<file path="config.mk">
export PLATFORM = sky130hd
export DESIGN_NAME = psds_ctrl
export DESIGN_NICKNAME = d
export VERILOG_FILES = /design/src/hw/rtl/psds_pkg.sv /design/src/hw/rtl/psds_ctrl.sv
export SDC_FILE = /design/constraint.sdc
export NUM_CORES = 1
export LEC_CHECK = 0
export BUFFER_PORTS_ARGS = -buffer_cell sky130_fd_sc_hd__buf_2
export CAP_MARGIN = 10
export CORE_AREA = 2 2 39 41
export CTS_CLUSTER_SIZE = 25
export DETAILED_ROUTE_END_ITERATION = 7
export DIE_AREA = 0 0 41 43
export PLACE_DENSITY = 0.51
export SLEW_MARGIN = 20
export SYNTH_ARGS = -nofsm -noshare
export SYNTH_HDL_FRONTEND = slang
export SYNTH_SLANG_ARGS = --single-unit
</file>
<file path="constraint.sdc">
create_clock -name i_clk -period 2.37 [get_ports i_clk]
set_input_delay 0 -clock i_clk [delete_from_list [all_inputs] [get_ports i_clk]]
set_output_delay 0 -clock i_clk [all_outputs]
set_load 0.05 [all_outputs]
</file>
<file path="src/hw/rtl/psds_pkg.sv">
// Shared types and constants for the per-slot duration statistics block.
// Holds the item structs, request codes, the controller state type and
// the controller/datapath command and status structs.
package psds_pkg;

    localparam int DEF_NUM_SLOTS = 16;
    localparam int DEF_WINDOW    = 8;

    localparam logic [31:0] WRAP_RESET = 32'd65536;
    localparam logic [30:0] MIN_INIT   = 31'h0000ffff;
    localparam logic [30:0] SAT31      = 31'h7fffffff;

    localparam logic [1:0] REQ_START = 2'd0;
    localparam logic [1:0] REQ_STOP  = 2'd1;
    localparam logic [1:0] REQ_ARM   = 2'd2;

    typedef struct packed {
        logic [1:0]  req_type;
        logic [3:0]  slot;
        logic [31:0] timer_value;
        logic [31:0] overflow_count;
    } t_in_item;

    typedef struct packed {
        logic [3:0]  result_slot;
        logic [30:0] elapsed;
        logic [30:0] average;
        logic [30:0] minimum;
        logic [30:0] maximum;
        logic [3:0]  fill;
        logic        cleared_after;
    } t_out_item;

    typedef enum logic [3:0] {
        S_IDLE,
        S_READ,
        S_MUL,
        S_SUM,
        S_ELAP,
        S_UPD,
        S_DIV,
        S_LOAD
    } t_state;

    typedef struct packed {
        logic accept;
        logic start_wr;
        logic rd_win;
        logic mul;
        logic pos;
        logic elap;
        logic upd;
        logic div_step;
        logic load_out;
    } t_cmd;

    typedef struct packed {
        logic in_go;
        logic is_start;
        logic div_done;
        logic out_busy;
    } t_status;

endpackage

</file>
<file path="src/hw/rtl/psds_ctrl.sv">
// Sequencing controller for the per-slot duration statistics block.
// Depends on psds_pkg for the state, command and status types.
module psds_ctrl
    import psds_pkg::*;
(
    input  logic    i_clk,
    input  logic    i_rst_n,
    input  logic    i_valid,
    input  t_status i_status,
    output t_cmd    o_cmd,
    output logic    o_stall
);

    t_state r_state;
    t_state n_state;

    always_ff @(posedge i_clk) begin
        if (!i_rst_n) begin
            r_state <= S_IDLE;
        end else begin
            r_state <= n_state;
        end
    end

    always_comb begin
        n_state = r_state;
        unique case (r_state)
            S_IDLE: begin
                if (i_valid && i_status.in_go) n_state = S_READ;
            end
            S_READ: begin
                n_state = i_status.is_start ? S_IDLE : S_MUL;
            end
            S_MUL:  n_state = S_SUM;
            S_SUM:  n_state = S_ELAP;
            S_ELAP: n_state = S_UPD;
            S_UPD:  n_state = S_DIV;
            S_DIV: begin
                if (i_status.div_done) n_state = S_LOAD;
            end
            S_LOAD: begin
                if (!i_status.out_busy) n_state = S_IDLE;
            end
            default: n_state = S_IDLE;
        endcase
    end

    always_comb begin
        o_cmd   = '0;
        o_stall = 1'b1;
        unique case (r_state)
            S_IDLE: begin
                o_stall      = 1'b0;
                o_cmd.accept = i_valid;
            end
            S_READ: begin
                o_cmd.start_wr = i_status.is_start;
                o_cmd.rd_win   = !i_status.is_start;
            end
            S_MUL:  o_cmd.mul  = 1'b1;
            S_SUM:  o_cmd.pos  = 1'b1;
            S_ELAP: o_cmd.elap = 1'b1;
            S_UPD:  o_cmd.upd  = 1'b1;
            S_DIV:  o_cmd.div_step = !i_status.div_done;
            S_LOAD: o_cmd.load_out = !i_status.out_busy;
            default: o_cmd = '0;
        endcase
    end

`ifndef SYNTHESIS
    a_read_after_idle: assert property (@(posedge i_clk) disable iff (!i_rst_n)
        (r_state == S_READ) |-> ($past(r_state) == S_IDLE))
        else $error("read state not entered from idle");

    a_upd_to_div: assert property (@(posedge i_clk) disable iff (!i_rst_n)
        (r_state == S_UPD) |=> (r_state == S_DIV))
        else $error("update not followed by divide");

    a_load_leaves: assert property (@(posedge i_clk) disable iff (!i_rst_n)
        (r_state == S_LOAD && !i_status.out_busy) |=> (r_state == S_IDLE))
        else $error("load did not return to idle");
`endif

endmodule

</file>
* Word level (Yosys, flattened, before mapping)
Cells that the tools add are included.
** Word-level totals
- Flip-flop bits (word level) :: 4
- Input bits :: 7
- Output and inout port bits :: 10
- Logic and storage cells :: 31
** Cells by class
- Eq/ne operators :: 10
- Multiplexer cells :: 14
- Reduce and logical (&&, ||, !) cells :: 6
** Operator list (number)
- $pmux W4 S8 :: 1
- $eq A4 B3 Y1 const B :: 4
- $mux W4 :: 3
- $eq A4 B2 Y1 const B :: 2
- $mux W1 :: 8
- $ne A2 B2 Y1 const B :: 3
- $eq A4 B1 Y1 const B :: 1
- $logic_not A4 Y1 :: 1
- $mux W2 :: 2
- $logic_not A1 Y1 :: 3
- $reduce_and A3 Y1 :: 1
- $logic_and A1 B1 Y1 :: 1

* Longest topological paths before layout
- Depth in word-level cells :: 3
- Depth in mapped cells :: 4
- Gate-level depth less buffers :: 3

* Least setup slack after synthesis
OpenSTA, ideal clock, no wires.
- Path kind :: reg-to-output
- Start point :: reg r_state[1]
- End point :: out o_cmd[6] (netlist name)
- Data arrival time :: 2.113 ns
- Data required time :: 2.370 ns
- Path slack :: 0.257 ns
- Stages on the path, launching flop included :: 3
- Path buffers :: 1
- Path through :: dfxtp_1 > buf_4 > nor4b_1
** RTL lines
- start: declaration :: line psds_ctrl.sv:14 : t_state r_state;
- start signal: assignment :: line psds_ctrl.sv:21 : r_state <= n_state;
- end: declaration :: line psds_ctrl.sv:10 : output t_cmd o_cmd,

==> flow_summary.json <==
{
  "holdCritStartpoint": "i_rst_n",
  "synth_top_flop_cell": "dfxtp_1",
  "cts_sinks": 3,
  "layout-drive-gt1-share": 0.500,
  "met2_usage": 0.100,
  "diodes": 0,
  "hpwl_um": 441,
  "period_share": 0.596,
  "cts.reportedPaths.clkPinSlew_ns": 0.04,
  "synth_area_leaders": "dfxtp_1 (26%), nor3_1 (6.4%), a2111oi_2 (6.4%)",
  "htreeDepth": 1,
  "whs_endpoint": "r_state[1]$_SDFFE_PN0P_",
  "numCtsBuffers": 3,
  "drc": 0,
  "setup-tns-final_ns": 0,
  "globalRouteTotalUtil": 0.0812,
  "worst_setup_path_start_kind": "register",
  "largest-register": "r_state",
  "setup_viol": 0,
  "rows": 14,
  "hold-path-cell-count": 3,
  "ant_nets": 0,
  "synth-seq-area-share": 0.257,
  "viasPerCell": 4.23,
  "critical_path_arrival_ns": 1.41,
  "p_leak_uw": 0.000163,
  "synth-seq-cells": 3,
  "yosys_warnings": 0,
  "drv_slew": 0,
  "cts_resized": 0,
  "fill_cells": 153,
  "wl_per_cell_um": 9.65,
  "crit_fanout": 9,
  "critical_path.cell_chain": "inv_1, nor3_1, buf_2",
  "drt-pass1-iter-count": 2,
  "fin_nets": 54,
  "syn_area_um2": 234,
  "postSynthAreaPerCell_um2": 8.07,
  "synth_top_area_frac": 0.257,
  "die_area_mm2": 0.00176,
  "async_flop_share": 0,
  "synthTopCellsByCount": "dfxtp_1 (3), inv_1 (3), nand2_1 (3), nor3_1 (3)",
  "clock_latency_ns": 0.23,
  "postCtsHoldBufs": 0,
  "min_path_type": "primary input to register",
  "synth_cell_types": 18,
  "cp-end-kind": "output pin",
  "syn_to_final_growth_pct": 42.8,
  "slew-limit-headroom": 0.774,
  "rr_worst_depth": 3,
  "grt_util_met3": 0.0157,
  "status": "finished clean",
  "place_congestion": 0.692,
  "dieWidth_um": 41,
  "fin_worst_skew_ns": 0.0000484,
  "antenna_found_initial": 0,
  "powerDensity_mw_per_mm2": 812,
  "critPathRequiredTime_ns": 2.37,
  "rsz0062_at_grt": "no",
  "critPathSlowestCell": "dfxtp_1",
  "drt_iter0_markers": 3,
  "maxCapViolCount": 0,
  "synth_nets": 36,
  "slowest_delay_ns": 0.46,
  "grt_pass1_vias": 233,
  "max_freq_mhz": 708,
  "start_util": 0.169,
  "worstMarginPinSlew_ns": 0.339,
  "pin_count": 17,
  "grt.met1_usage": 0.0799,
  "fin_crit_ns": 1.41,
  "num_vias": 262,
  "post_cts_buffers": 0,
  "place_area_um2": 308,
  "synth_cells": 29,
  "largest_register_ffs": 3,
  "synth_area_leader_cell": "dfxtp_1",
  "wl_um": 598,
  "die_h_um": 43,
  "grt_max_degree": 12,
  "grt_pass1_wl_um": 848,
  "r2r-end": "r_state[0]$_SDFFE_PN0P_",
  "synth_edf_count": 0,
  "cts_tree": "built",
  "ir_drop_mv": 0.193,
  "r2r-start": "r_state[1]$_SDFFE_PN0P_",
  "busiest_layer": "met4",
  "r2r_slack_ns": 1.20,
  "stdcell_area_um2": 334,
  "hold_viol_final": 0,
  "path_buf_inv": 2,
  "fin_hold_ws_ns": 0.0325,
  "fp.coreArea_mm2": 0.00138,
  "cts_root_buf": "clkbuf_4",
  "cpLargestDelayFamily": "flip-flops",
  "path_class": "register to output pin",
  "ctsLongestPathBuffers": 2,
  "largestRegisters": "r_state: 3 flops",
  "grt-ovfl-total": 0,
  "portBuffers": 16
}
==> layout make-up <==
class,count,area [µm²],share of cell area
multi-input cells,20,136,0.408
well taps,16,20.0,0.0599
repair buffers,16,80.1,0.240
inverters,3,11.3,0.0337
flip-flops and latches,3,60.1,0.180
clock buffers,4,26.3,0.0787
==> per-layer routing <==
| metal | vias to the layer above | share of wire |
|---|---|---|
| met5 | - | 0 |
| met4 | 0 | 0.032 |
| met3 | 2 | 0.057 |
| met2 | 10 | 0.45 |
| met1 | 114 | 0.46 |
| li1 | 136 | - |
==> worst reg2reg max path, stage by stage, from the launching register on <==
cell	delay (ns)
dfxtp_1	0.51
or3_4	0.21
a21oi_2	0.04
a2111oi_2	0.31
==> per-stage QoR <==
step,power (µW),cells,utilization,worst slack [ns]
floorplan,166,29,-,0.257
global placement,183,58,0.222,1.21
detailed placement,184,58,0.222,1.18
CTS,278,62,0.241,0.936
global route,288,62,0.241,0.820
finish,271,62,0.241,0.957
==> worst max path at each step <==
stage	from	end	slack [ns]	cells past startpoint
after global placement	r_state[0]$_SDFFE_PN0P_	o_cmd[8]	1.21	3
after CTS	r_state[0]$_SDFFE_PN0P_	o_cmd[8]	0.94	3
after detailed placement	r_state[0]$_SDFFE_PN0P_	r_state[0]$_SDFFE_PN0P_	1.18	3
after global routing	r_state[2]$_SDFFE_PN0P_	o_cmd[0]	0.82	3
after floorplan	r_state[1]$_SDFFE_PN0P_	o_cmd[6]	0.26	2
final	r_state[2]$_SDFFE_PN0P_	o_cmd[0]	0.96	3
==> cell usage in the layout, fill, tap and decap left out <==
cell type	synthesis	final
clkbuf_4	0	3
nor2_1	2	2
a21o_1	1	1
or3_4	1	1
a211oi_1	1	1
nand2_1	3	3
inv_1	3	3
nor3_1	3	3
a2111oi_2	1	1
dfxtp_1	3	3
nor3b_1	2	2
o21ai_0	1	1
and4bb_2	1	1
clkbuf_1	0	1
buf_2	0	16
a21oi_2	1	1
nor4b_1	1	1
nand3_1	1	1
a31oi_1	1	1
==> logic make-up after synthesis <==
logic type / after synthesis / share of synthesized area
flip-flops: 3 / 0.257
buffers and inverters: 6 / 0.160
AO/OA/AOI/OAI: 6 / 0.214
AND/OR/NAND/NOR: 14 / 0.369
==> where the power goes <==
part | total, µW | internal, µW | switching (µW) | leakage [µW]
registers | 72.8 | 57.0 | 15.7 | 0.0000246
logic | 109 | 34.2 | 74.6 | 0.000123
clock network | 89.8 | 63.1 | 26.7 | 0.0000150
total | 271 | 154 | 117 | 0.000163
Power figures use the tool's default switching activity.
